[src/hw/rtl/rct_pkg.sv]
// Shared types and codes of the reference count table.
// Depends on nothing; used by the controller, the datapath, the top level and the checker.
package rct_pkg;

    localparam int ACTION_W      = 2;
    localparam int STATUS_W      = 2;
    localparam int PORT_HANDLE_W = 32;
    localparam int PORT_COUNT_W  = 16;
    localparam int PORT_TALLY_W  = 7;

    localparam logic [ACTION_W-1:0] ACT_REGISTER = 2'd0;
    localparam logic [ACTION_W-1:0] ACT_ASSIGN   = 2'd1;
    localparam logic [ACTION_W-1:0] ACT_CLEAR    = 2'd2;
    localparam logic [ACTION_W-1:0] ACT_NONE     = 2'd3;

    localparam logic [STATUS_W-1:0] ST_OK   = 2'd0;
    localparam logic [STATUS_W-1:0] ST_FULL = 2'd1;
    localparam logic [STATUS_W-1:0] ST_DUP  = 2'd2;
    localparam logic [STATUS_W-1:0] ST_SAT  = 2'd3;

    // Commands from the controller to the datapath.
    typedef struct packed {
        logic load;
        logic scan_rd;
        logic apply_old;
        logic apply_new;
        logic finish;
    } rct_cmd_t;

    // Status from the datapath to the controller.
    typedef struct packed {
        logic need_scan;
        logic scan_last;
        logic is_assign;
    } rct_stat_t;

endpackage

[src/hw/rtl/reference_count_table_core.sv]
// Reference count table. A command beat is taken at a rising edge where start is high and
// busy is low; its result beat appears on the result ports for exactly one cycle, marked
// by done, and must be taken in that cycle because the block cannot hold it. Register and
// assign commands scan the whole table once, one slot per cycle through a single read port
// of the handle and count memories, comparing each slot against the old handle, the new
// handle and the free-slot search at the same time. After the accepting edge, an assign
// passes through the scan, a drain step, a write step for the old handle, one for the new
// handle and a result step before done rises; a register skips the step for the new
// handle, and a clear or an unused action goes straight to the result step. busy falls
// with done, so the next command beat may be taken at the edge that ends the done cycle.
// A register of the null handle and an unused action skip the scan. Valid bits sit in
// flip-flops, so reset and a clear empty the table at once with no clearing pass.
// Depends on rct_pkg, rct_ctrl and rct_datapath.
module reference_count_table_core #(
    parameter int TABLE_DEPTH = 64,
    parameter int HANDLE_BITS = 32,
    parameter int COUNT_BITS  = 16
)
(
    input  logic                              clk,
    input  logic                              rst_n,
    input  logic                              start,
    output logic                              busy,
    output logic                              done,
    input  logic [rct_pkg::ACTION_W-1:0]      action,
    input  logic [rct_pkg::PORT_HANDLE_W-1:0] old_handle,
    input  logic [rct_pkg::PORT_HANDLE_W-1:0] new_handle,
    output logic [rct_pkg::STATUS_W-1:0]      status,
    output logic                              released,
    output logic [rct_pkg::PORT_HANDLE_W-1:0] released_handle,
    output logic [rct_pkg::PORT_TALLY_W-1:0]  released_count,
    output logic                              old_found,
    output logic                              new_found,
    output logic [rct_pkg::PORT_COUNT_W-1:0]  new_count,
    output logic [rct_pkg::PORT_TALLY_W-1:0]  live_entries
);

    // The controller sequences the scan and the write cycles; the datapath holds the table.
    rct_pkg::rct_cmd_t  cmd;
    rct_pkg::rct_stat_t st;

    rct_ctrl u_ctrl
    (
        .clk   (clk),
        .rst_n (rst_n),
        .start (start),
        .st    (st),
        .cmd   (cmd),
        .busy  (busy),
        .done  (done)
    );

    // Handles are kept to HANDLE_BITS bits; counts saturate at all ones of COUNT_BITS.
    rct_datapath #(
        .TABLE_DEPTH (TABLE_DEPTH),
        .HANDLE_BITS (HANDLE_BITS),
        .COUNT_BITS  (COUNT_BITS)
    ) u_datapath
    (
        .clk             (clk),
        .rst_n           (rst_n),
        .cmd             (cmd),
        .st              (st),
        .action          (action),
        .old_handle      (old_handle),
        .new_handle      (new_handle),
        .status          (status),
        .released        (released),
        .released_handle (released_handle),
        .released_count  (released_count),
        .old_found       (old_found),
        .new_found       (new_found),
        .new_count       (new_count),
        .live_entries    (live_entries)
    );

endmodule

[src/hw/rtl/rct_ctrl.sv]
// Controller state machine of the reference count table.
// Depends on rct_pkg; drives the datapath through rct_cmd_t and watches rct_stat_t.
module rct_ctrl
(
    input  logic              clk,
    input  logic              rst_n,
    input  logic              start,
    input  rct_pkg::rct_stat_t st,
    output rct_pkg::rct_cmd_t  cmd,
    output logic              busy,
    output logic              done
);

    typedef enum logic [2:0] {
        S_IDLE,
        S_SCAN,
        S_DRAIN,
        S_WR_OLD,
        S_WR_NEW,
        S_FINISH
    } state_t;

    state_t state_reg;
    state_t state_next;
    logic   busy_reg;
    logic   done_reg;

    always_comb
    begin
        state_next = state_reg;
        unique case (state_reg)
            S_IDLE:
            begin
                if (start)
                begin
                    state_next = st.need_scan ? S_SCAN : S_FINISH;
                end
            end
            S_SCAN:
            begin
                if (st.scan_last)
                begin
                    state_next = S_DRAIN;
                end
            end
            S_DRAIN:  state_next = S_WR_OLD;
            S_WR_OLD: state_next = st.is_assign ? S_WR_NEW : S_FINISH;
            S_WR_NEW: state_next = S_FINISH;
            S_FINISH: state_next = S_IDLE;
            default:  state_next = S_IDLE;
        endcase
    end

    always_comb
    begin
        cmd           = '0;
        cmd.load      = (state_reg == S_IDLE) && start;
        cmd.scan_rd   = (state_reg == S_SCAN);
        cmd.apply_old = (state_reg == S_WR_OLD);
        cmd.apply_new = (state_reg == S_WR_NEW);
        cmd.finish    = (state_reg == S_FINISH);
    end

    always_ff @(posedge clk or negedge rst_n)
    begin
        if (!rst_n)
        begin
            state_reg <= S_IDLE;
            busy_reg  <= 1'b0;
            done_reg  <= 1'b0;
        end
        else
        begin
            state_reg <= state_next;
            busy_reg  <= (state_next != S_IDLE);
            done_reg  <= (state_reg == S_FINISH);
        end
    end

    assign busy = busy_reg;
    assign done = done_reg;

endmodule

[src/hw/rtl/rct_datapath.sv]
// Datapath of the reference count table: handle and count memories, valid bits,
// the scan trackers, the update logic and the result registers. Depends on rct_pkg.
module rct_datapath #(
    parameter int TABLE_DEPTH = 64,
    parameter int HANDLE_BITS = 32,
    parameter int COUNT_BITS  = 16
)
(
    input  logic                                clk,
    input  logic                                rst_n,
    input  rct_pkg::rct_cmd_t                   cmd,
    output rct_pkg::rct_stat_t                  st,
    input  logic [rct_pkg::ACTION_W-1:0]        action,
    input  logic [rct_pkg::PORT_HANDLE_W-1:0]   old_handle,
    input  logic [rct_pkg::PORT_HANDLE_W-1:0]   new_handle,
    output logic [rct_pkg::STATUS_W-1:0]        status,
    output logic                                released,
    output logic [rct_pkg::PORT_HANDLE_W-1:0]   released_handle,
    output logic [rct_pkg::PORT_TALLY_W-1:0]    released_count,
    output logic                                old_found,
    output logic                                new_found,
    output logic [rct_pkg::PORT_COUNT_W-1:0]    new_count,
    output logic [rct_pkg::PORT_TALLY_W-1:0]    live_entries
);

    localparam int IDX_W  = $clog2(TABLE_DEPTH);
    localparam int LIVE_W = $clog2(TABLE_DEPTH + 1);
    localparam int KEEP_W = (HANDLE_BITS < rct_pkg::PORT_HANDLE_W) ? HANDLE_BITS
                                                                     : rct_pkg::PORT_HANDLE_W;
    localparam logic [IDX_W-1:0] LAST_IDX = IDX_W'(TABLE_DEPTH - 1);

    logic [KEEP_W-1:0]     hnd_mem [TABLE_DEPTH];
    logic [COUNT_BITS-1:0] cnt_mem [TABLE_DEPTH];

    logic [TABLE_DEPTH-1:0] valid_reg;
    logic [LIVE_W-1:0]      live_reg;
    logic [IDX_W-1:0]       addr_reg;
    logic                   rd_pend_reg;
    logic                   rd_vld_reg;
    logic [IDX_W-1:0]       rd_idx_reg;
    logic [KEEP_W-1:0]      rd_hnd_reg;
    logic [COUNT_BITS-1:0]  rd_cnt_reg;

    logic [rct_pkg::ACTION_W-1:0] act_reg;
    logic [KEEP_W-1:0]            oldh_reg;
    logic [KEEP_W-1:0]            newh_reg;

    logic                  old_hit_reg;
    logic                  new_hit_reg;
    logic                  free_hit_reg;
    logic [IDX_W-1:0]      old_slot_reg;
    logic [IDX_W-1:0]      new_slot_reg;
    logic [IDX_W-1:0]      free_slot_reg;
    logic [COUNT_BITS-1:0] old_cnt_reg;
    logic [COUNT_BITS-1:0] new_cnt_reg;
    logic [COUNT_BITS-1:0] old_dec_reg;
    logic [COUNT_BITS-1:0] new_res_reg;
    logic                  removed_reg;
    logic                  new_ok_reg;
    logic                  sat_reg;

    logic [rct_pkg::STATUS_W-1:0]      status_reg;
    logic                              released_reg;
    logic [rct_pkg::PORT_HANDLE_W-1:0] released_handle_reg;
    logic [rct_pkg::PORT_TALLY_W-1:0]  released_count_reg;
    logic                              old_found_reg;
    logic                              new_found_reg;
    logic [rct_pkg::PORT_COUNT_W-1:0]  new_count_reg;
    logic [rct_pkg::PORT_TALLY_W-1:0]  live_entries_reg;

    logic [rct_pkg::STATUS_W-1:0]      status_next;
    logic                              released_next;
    logic [rct_pkg::PORT_HANDLE_W-1:0] released_handle_next;
    logic [rct_pkg::PORT_TALLY_W-1:0]  released_count_next;
    logic                              old_found_next;
    logic                              new_found_next;
    logic [rct_pkg::PORT_COUNT_W-1:0]  new_count_next;
    logic [rct_pkg::PORT_TALLY_W-1:0]  live_entries_next;

    logic                  old_match;
    logic                  new_match;
    logic                  free_match;
    logic [COUNT_BITS-1:0] old_dec;
    logic                  same_slot;
    logic [COUNT_BITS-1:0] new_base;
    logic                  new_live_ok;
    logic                  new_sat;
    logic [COUNT_BITS-1:0] new_inc;
    logic                  reg_new;

    logic                  we_hnd;
    logic                  we_cnt;
    logic [IDX_W-1:0]      waddr;
    logic [COUNT_BITS-1:0] wcnt;

    assign st.need_scan = ((action == rct_pkg::ACT_REGISTER) && (new_handle[KEEP_W-1:0] != '0))
                          || (action == rct_pkg::ACT_ASSIGN);
    assign st.scan_last = (addr_reg == LAST_IDX);
    assign st.is_assign = (act_reg == rct_pkg::ACT_ASSIGN);

    // Each slot read during the scan is compared against both handles at once.
    assign old_match  = rd_pend_reg && rd_vld_reg && (rd_hnd_reg == oldh_reg)
                        && (oldh_reg != '0) && !old_hit_reg;
    assign new_match  = rd_pend_reg && rd_vld_reg && (rd_hnd_reg == newh_reg)
                        && (newh_reg != '0) && !new_hit_reg;
    assign free_match = rd_pend_reg && !rd_vld_reg && !free_hit_reg;

    assign old_dec     = old_cnt_reg - COUNT_BITS'(1);
    assign same_slot   = old_hit_reg && new_hit_reg && (old_slot_reg == new_slot_reg);
    assign new_base    = same_slot ? old_dec_reg : new_cnt_reg;
    assign new_live_ok = new_hit_reg && !(same_slot && removed_reg);
    assign new_sat     = (new_base == '1);
    assign new_inc     = new_base + COUNT_BITS'(1);
    assign reg_new     = (newh_reg != '0);

    always_comb
    begin
        we_hnd = 1'b0;
        we_cnt = 1'b0;
        waddr  = '0;
        wcnt   = '0;
        if (cmd.apply_old)
        begin
            if ((act_reg == rct_pkg::ACT_REGISTER) && !new_hit_reg && free_hit_reg)
            begin
                we_hnd = 1'b1;
                we_cnt = 1'b1;
                waddr  = free_slot_reg;
                wcnt   = COUNT_BITS'(1);
            end
            else if ((act_reg == rct_pkg::ACT_ASSIGN) && old_hit_reg)
            begin
                we_cnt = 1'b1;
                waddr  = old_slot_reg;
                wcnt   = old_dec;
            end
        end
        if (cmd.apply_new && new_live_ok && !new_sat)
        begin
            we_cnt = 1'b1;
            waddr  = new_slot_reg;
            wcnt   = new_inc;
        end
    end

    always_ff @(posedge clk)
    begin
        if (cmd.scan_rd)
        begin
            rd_hnd_reg <= hnd_mem[addr_reg];
            rd_cnt_reg <= cnt_mem[addr_reg];
        end
        if (we_hnd)
        begin
            hnd_mem[waddr] <= newh_reg;
        end
        if (we_cnt)
        begin
            cnt_mem[waddr] <= wcnt;
        end
    end

    always_ff @(posedge clk or negedge rst_n)
    begin
        if (!rst_n)
        begin
            valid_reg    <= '0;
            live_reg     <= '0;
            addr_reg     <= '0;
            rd_pend_reg  <= 1'b0;
            rd_vld_reg   <= 1'b0;
            rd_idx_reg   <= '0;
            old_hit_reg  <= 1'b0;
            new_hit_reg  <= 1'b0;
            free_hit_reg <= 1'b0;
            removed_reg  <= 1'b0;
            new_ok_reg   <= 1'b0;
            sat_reg      <= 1'b0;
        end
        else
        begin
            rd_pend_reg <= cmd.scan_rd;
            if (cmd.load)
            begin
                addr_reg     <= '0;
                old_hit_reg  <= 1'b0;
                new_hit_reg  <= 1'b0;
                free_hit_reg <= 1'b0;
                removed_reg  <= 1'b0;
                new_ok_reg   <= 1'b0;
                sat_reg      <= 1'b0;
            end
            if (cmd.scan_rd)
            begin
                rd_vld_reg <= valid_reg[addr_reg];
                rd_idx_reg <= addr_reg;
                addr_reg   <= addr_reg + IDX_W'(1);
            end
            if (old_match)
            begin
                old_hit_reg <= 1'b1;
            end
            if (new_match)
            begin
                new_hit_reg <= 1'b1;
            end
            if (free_match)
            begin
                free_hit_reg <= 1'b1;
            end
            if (cmd.apply_old)
            begin
                if ((act_reg == rct_pkg::ACT_REGISTER) && !new_hit_reg && free_hit_reg)
                begin
                    valid_reg[free_slot_reg] <= 1'b1;
                    live_reg                 <= live_reg + LIVE_W'(1);
                end
                else if ((act_reg == rct_pkg::ACT_ASSIGN) && old_hit_reg && (old_dec == '0))
                begin
                    valid_reg[old_slot_reg] <= 1'b0;
                    live_reg                <= live_reg - LIVE_W'(1);
                    removed_reg             <= 1'b1;
                end
            end
            if (cmd.apply_new)
            begin
                new_ok_reg <= new_live_ok;
                sat_reg    <= new_live_ok && new_sat;
            end
            if (cmd.finish && (act_reg == rct_pkg::ACT_CLEAR))
            begin
                valid_reg <= '0;
                live_reg  <= '0;
            end
        end
    end

    always_comb
    begin
        status_next          = rct_pkg::ST_OK;
        released_next        = 1'b0;
        released_handle_next = '0;
        released_count_next  = '0;
        old_found_next       = 1'b0;
        new_found_next       = 1'b0;
        new_count_next       = '0;
        live_entries_next    = rct_pkg::PORT_TALLY_W'(live_reg);
        unique case (act_reg)
            rct_pkg::ACT_REGISTER:
            begin
                if (reg_new && new_hit_reg)
                begin
                    status_next    = rct_pkg::ST_DUP;
                    new_found_next = 1'b1;
                    new_count_next = rct_pkg::PORT_COUNT_W'(new_cnt_reg);
                end
                else if (reg_new && free_hit_reg)
                begin
                    new_found_next = 1'b1;
                    new_count_next = rct_pkg::PORT_COUNT_W'(1);
                end
                else if (reg_new)
                begin
                    status_next = rct_pkg::ST_FULL;
                end
            end
            rct_pkg::ACT_ASSIGN:
            begin
                status_next          = sat_reg ? rct_pkg::ST_SAT : rct_pkg::ST_OK;
                released_next        = removed_reg;
                released_handle_next = removed_reg ? rct_pkg::PORT_HANDLE_W'(oldh_reg) : '0;
                released_count_next  = rct_pkg::PORT_TALLY_W'(removed_reg);
                old_found_next       = old_hit_reg;
                new_found_next       = new_ok_reg;
                new_count_next       = new_ok_reg ? rct_pkg::PORT_COUNT_W'(new_res_reg) : '0;
            end
            rct_pkg::ACT_CLEAR:
            begin
                released_count_next = rct_pkg::PORT_TALLY_W'(live_reg);
                live_entries_next   = '0;
            end
            default:
            begin
                status_next = rct_pkg::ST_OK;
            end
        endcase
    end

    always_ff @(posedge clk)
    begin
        if (cmd.load)
        begin
            act_reg  <= action;
            oldh_reg <= old_handle[KEEP_W-1:0];
            newh_reg <= new_handle[KEEP_W-1:0];
        end
        if (old_match)
        begin
            old_slot_reg <= rd_idx_reg;
            old_cnt_reg  <= rd_cnt_reg;
        end
        if (new_match)
        begin
            new_slot_reg <= rd_idx_reg;
            new_cnt_reg  <= rd_cnt_reg;
        end
        if (free_match)
        begin
            free_slot_reg <= rd_idx_reg;
        end
        if (cmd.apply_old)
        begin
            old_dec_reg <= old_dec;
        end
        if (cmd.apply_new)
        begin
            new_res_reg <= new_sat ? new_base : new_inc;
        end
        if (cmd.finish)
        begin
            status_reg          <= status_next;
            released_reg        <= released_next;
            released_handle_reg <= released_handle_next;
            released_count_reg  <= released_count_next;
            old_found_reg       <= old_found_next;
            new_found_reg       <= new_found_next;
            new_count_reg       <= new_count_next;
            live_entries_reg    <= live_entries_next;
        end
    end

    assign status          = status_reg;
    assign released        = released_reg;
    assign released_handle = released_handle_reg;
    assign released_count  = released_count_reg;
    assign old_found       = old_found_reg;
    assign new_found       = new_found_reg;
    assign new_count       = new_count_reg;
    assign live_entries    = live_entries_reg;

endmodule

[config.mk]
export PLATFORM = sky130hd
export DESIGN_NAME = reference_count_table_core
export DESIGN_NICKNAME = d
export VERILOG_FILES = /design/src/hw/rtl/rct_pkg.sv /design/src/hw/rtl/reference_count_table_core.sv /design/src/hw/rtl/rct_ctrl.sv /design/src/hw/rtl/rct_datapath.sv
export SDC_FILE = /design/constraint.sdc
export NUM_CORES = 2
export LEC_CHECK = 0
export BUFFER_PORTS_ARGS = -buffer_cell sky130_fd_sc_hd__buf_4
export CORE_MARGIN = 4
export CORE_UTILIZATION = 29
export CTS_CLUSTER_SIZE = 20
export DETAILED_ROUTE_END_ITERATION = 12
export HOLD_SLACK_MARGIN = 0.15
export PLACE_DENSITY = 0.54
export SLEW_MARGIN = 15
export SYNTH_ARGS = -nofsm -noshare
export SYNTH_HDL_FRONTEND = slang
export SYNTH_SLANG_ARGS = --single-unit
[constraint.sdc]
create_clock -name clk -period 13.25 [get_ports clk]
set_input_delay 2.65 -clock clk [delete_from_list [all_inputs] [get_ports clk]]
set_output_delay 2.65 -clock clk [all_outputs]
set_load 0.02 [all_outputs]
==> impl_metrics.csv <==
group,metric,value,unit
routing,vias,68770,
setup_path,path_max_fanout,32,
clocking,cts-htree-levels,5,
floorplan,ios,138,
outcome,status,"complete, no violations",
routing,routed_wl,400000,um
finish,area_growth,15.76,%
finish,postLayoutCellArea,154900,um2
clocking,cts_resized,0,
finish,largest_reg_flops,2048,
synth,muxShareOfSynthArea,15.02,%
pwr,swShare,30.91,%
clocking,clk_pin_slew,0.07,ns
clocking,cts-root-buf,"clkbuf_16",
timing,period_share,48.92,%
setup_path,crit_slowest_cell,"nor2_4",
synth,syn-num-nets,6556,
synth,ys_dominant_reg_cell,"edfxtp_1",
placement,place.gp.congestion,0.8791,
pwr,switchingPower,9.125,mW
run,cap_viol_max_count,0,
setup_path,criticalPathCategory,"reg2reg",
global_route,grt_antenna_before_repair,40,
synth,ys_seq_area_share,76.65,%
synth,syn_inst,6474,
timing,setup-tns-final,0,ns
routing,drt_first_pass_iters,8,
timing,hold_viol,0,
worst_hold_path,hp-class,"reg2reg",
synth,synthArstFlopShare,2.798,%
clocking,worstSkewPairLatency,0.93,ns
routing,wire_per_inst,30.21,um
setup_path,end_kind,"register",
timing,setup-violations-final,0,
clocking,clk_path_buf_depth,4,
routing,drc,0,
synth,synthAdderAreaFrac,0.1272,%
routing,initialDrtViolationCount,9190,
global_route,grt_overflow,0,
pwr,power_density,190.6,nW/um2
pwr,power_frac_seq,41.8,%
pwr,vdd_drop_max,247.7,uV
floorplan,fp.dieW,687.2,um
finish,fin_nets,6895,
synth,synth.avg_cell_area,20.66,um2
timing,fin_skew,0.08154,ns
synth,synth-simple-area-share,2.673,%
floorplan,start_util,29.09,%
floorplan,dieArea,472200,um2
synth,yosys_warnings,0,
clocking,cts_buffers,338,
clocking,cts.sinks,3431,
timing,rsz0062_at_grt,"no",
floorplan,rows,249,
synth,synth_top_family_by_area,"multiplexers",
clocking,post_cts.repair.setup_buffers,0,
synth,yosysUniqueCellTypes,80,
global_route,grt_pass1_vias,67060,
pwr,p_comb_share,24.9,%
setup_path,cp-start-kind,"register",
pwr,p_int,20.39,mW
placement,io_buffers,137,
floorplan,die_h,687.2,um
timing,fmax,154.3,MHz
finish,post-route-util,33.68,%
setup_path,critical-path-max-stage-delay,1.05,ns
timing,min_period,6.481,ns
setup_path,ff2ff_setup_slack,6.77,ns
global_route,grt_first_pass_wirelength,550800,um
routing,drtAntennaViolNets,0,
synth,ys_seq_elements,3431,
synth,synth-compound-area-share,3.507,%
setup_path,crit_required,13.73,ns
clocking,cts_tree,"built",
pwr,leakagePower,46.47,nW
global_route,grt_usage,16.47,%
finish,drive_above_1_share,24.70,%
routing,avgViaCountPerCell,5.193,
pwr,clock_power_share,33.3,%
setup_path,path_common_cell,"nand4_1",
finish,nFillCells,42980,
setup_path,cp_cell_sequence,"xnor2_1, nand4_1, nor2_2, mux2i_1, inv_1, ha_1, and4_1, and2_0, nand4_4, nand4_1, or3b_1, or2_1, nor2_4",
placement,post-dp-hpwl,245600,um
floorplan,core_area,459800,um2
synth,synthXorXnorAreaFrac,0.7061,%
global_route,grt_max_degree,112,
clocking,cts_hold_buffers,0,
timing,tightest_slew,1.225,ns
timing,slew_headroom,17.83,%
placement,dpl_cell_area,143500,um2
timing,slew_violations,0,
synth,netlist_area,133800,um2
synth,synth_edf_count,3335,
setup_path,worst_ep_arrival_time,6.96,ns
kinds of logic (layout without fill, tap and decap cells):
kind of cell,after synthesis,in the layout
AND/OR/NAND/NOR,753,753
AO/OA/AOI/OAI,716,716
buffers and inverters,382,996
adder cells (fa/ha/maj),13,13
multiplexers,1072,1072
flip-flops,3431,3431
other,0,7
XOR/XNOR,107,107
metrics by stage:
stage | hold slack [ns] | worst slack (ns) | std cells | power [mW]
after floorplan | 0.4215 | 6.795 | 6474 | 16.84
after global placement | 0.4577 | 6.873 | 12620 | 19.89
after detailed placement | 0.4631 | 6.825 | 12620 | 19.90
after CTS | 0.4808 | 6.805 | 13230 | 29.67
after global routing | 0.4794 | 6.465 | 13240 | 30.38
final | 0.4824 | 6.769 | 13240 | 29.52
power by group through the flow:
stage               registers (mW)  clock network (mW)  logic [mW]
detailed placement            12.5                   0        7.36
global placement              12.5                   0        7.35
global route                  12.3                10.4        7.63
floorplan                     12.3                   0        4.54
CTS                           12.3                9.98        7.38
finish                        12.3                9.82        7.36
cell usage in the layout (no fill, tap or decap), types with 79 or more instances in the layout:
cell	Yosys	routed
nand2_1	256	255
o21ai_0	148	146
mux2i_1	317	317
o22ai_1	81	79
buf_4	50	334
edfxtp_1	3335	3335
dfrtp_1	96	89
mux4_2	748	748
nor2_1	218	145
o221ai_1	144	144
clkbuf_16	0	346
a21oi_1	193	193
per-layer routing:
layer | vias up | wire length, um | GRT usage (%)
li1 | 27700 | - | -
met4 | 4 | 15340 | 5.684
met5 | - | 31 | 0
met2 | 3318 | 187300 | 26.08
met3 | 603 | 35080 | 3.328
met1 | 37140 | 162300 | 22.62
cell usage after synthesis (4+ instances only):
library cell | n | area share [%]
o22ai_1 | 81 | 0.38
edfxtp_1 | 3335 | 75
o221ai_1 | 144 | 0.94
ha_1 | 12 | 0.11
a21o_1 | 10 | 0.056
xnor2_1 | 35 | 0.23
nor2_1 | 218 | 0.61
o21ai_0 | 148 | 0.55
inv_1 | 21 | 0.059
nor4b_1 | 5 | 0.033
buf_1 | 36 | 0.10
mux4_2 | 748 | 13
and2_1 | 11 | 0.051
nor3b_1 | 7 | 0.039
nand2_1 | 256 | 0.72
a21oi_1 | 193 | 0.72
clkbuf_1 | 175 | 0.49
a211oi_1 | 35 | 0.20
o31ai_1 | 4 | 0.022
nor2b_1 | 11 | 0.051
a22o_1 | 17 | 0.11
buf_2 | 92 | 0.34
a31oi_1 | 26 | 0.12
o2bb2ai_1 | 9 | 0.059
or4_1 | 4 | 0.022
mux2i_1 | 317 | 2.4
mux2_2 | 7 | 0.059
or2_2 | 6 | 0.028
xor2_1 | 71 | 0.46
nor4_1 | 42 | 0.20
buf_4 | 50 | 0.28
nand4_1 | 19 | 0.089
nand3_1 | 42 | 0.16
or3_1 | 9 | 0.042
and3_1 | 53 | 0.25
nand3b_1 | 6 | 0.034
nor3_1 | 30 | 0.11
nand2b_1 | 12 | 0.056
a311oi_1 | 9 | 0.059
o211ai_1 | 10 | 0.056
dfrtp_1 | 96 | 1.8
worst max-delay path: cells and delay by family, from the launching register on:
family        cells  cell delay [ns]
xor+xnor          1             0.39
fa+ha+maj         1             0.36
buf+inv           1             0.19
flops             1             0.51
mux               1             0.24
simple gates      9             4.37
cell type report:
| cell class | instances | area (um2) | area share [%] |
|---|---|---|---|
| clock inverters | 209 | 2287 | 1.477 |
| flip-flops and latches | 3431 | 102600 | 66.24 |
| diodes | 7 | 17.52 | 0.01131 |
| inverters | 27 | 117.6 | 0.07595 |
| clock buffers | 406 | 8924 | 5.762 |
| well taps | 6149 | 7694 | 4.968 |
| multi-input cells | 2661 | 30330 | 19.59 |
| repair buffers | 354 | 2915 | 1.883 |
worst paths after layout:
kind | end | cells past startpoint | start
max | u_datapath.hnd_mem[40][8]$_DFFE_PP_ | 13 | u_datapath.new_slot_reg[3]$_DFFE_PP_
min | u_datapath.new_cnt_reg[13]$_DFFE_PP_ | 0 | u_datapath.rd_cnt_reg[13]$_DFFE_PP_
max reg2reg | u_datapath.hnd_mem[40][8]$_DFFE_PP_ | 13 | u_datapath.new_slot_reg[3]$_DFFE_PP_
min reg2reg | u_datapath.new_cnt_reg[13]$_DFFE_PP_ | 0 | u_datapath.rd_cnt_reg[13]$_DFFE_PP_
max in group asynchronous | u_datapath.addr_reg[4]$_DFFE_PN0P_ | 2 | rst_n
min in group asynchronous | u_datapath.valid_reg[36]$_DFFE_PN0P_ | 1 | rst_n
Power figures use the tool's default switching activity.
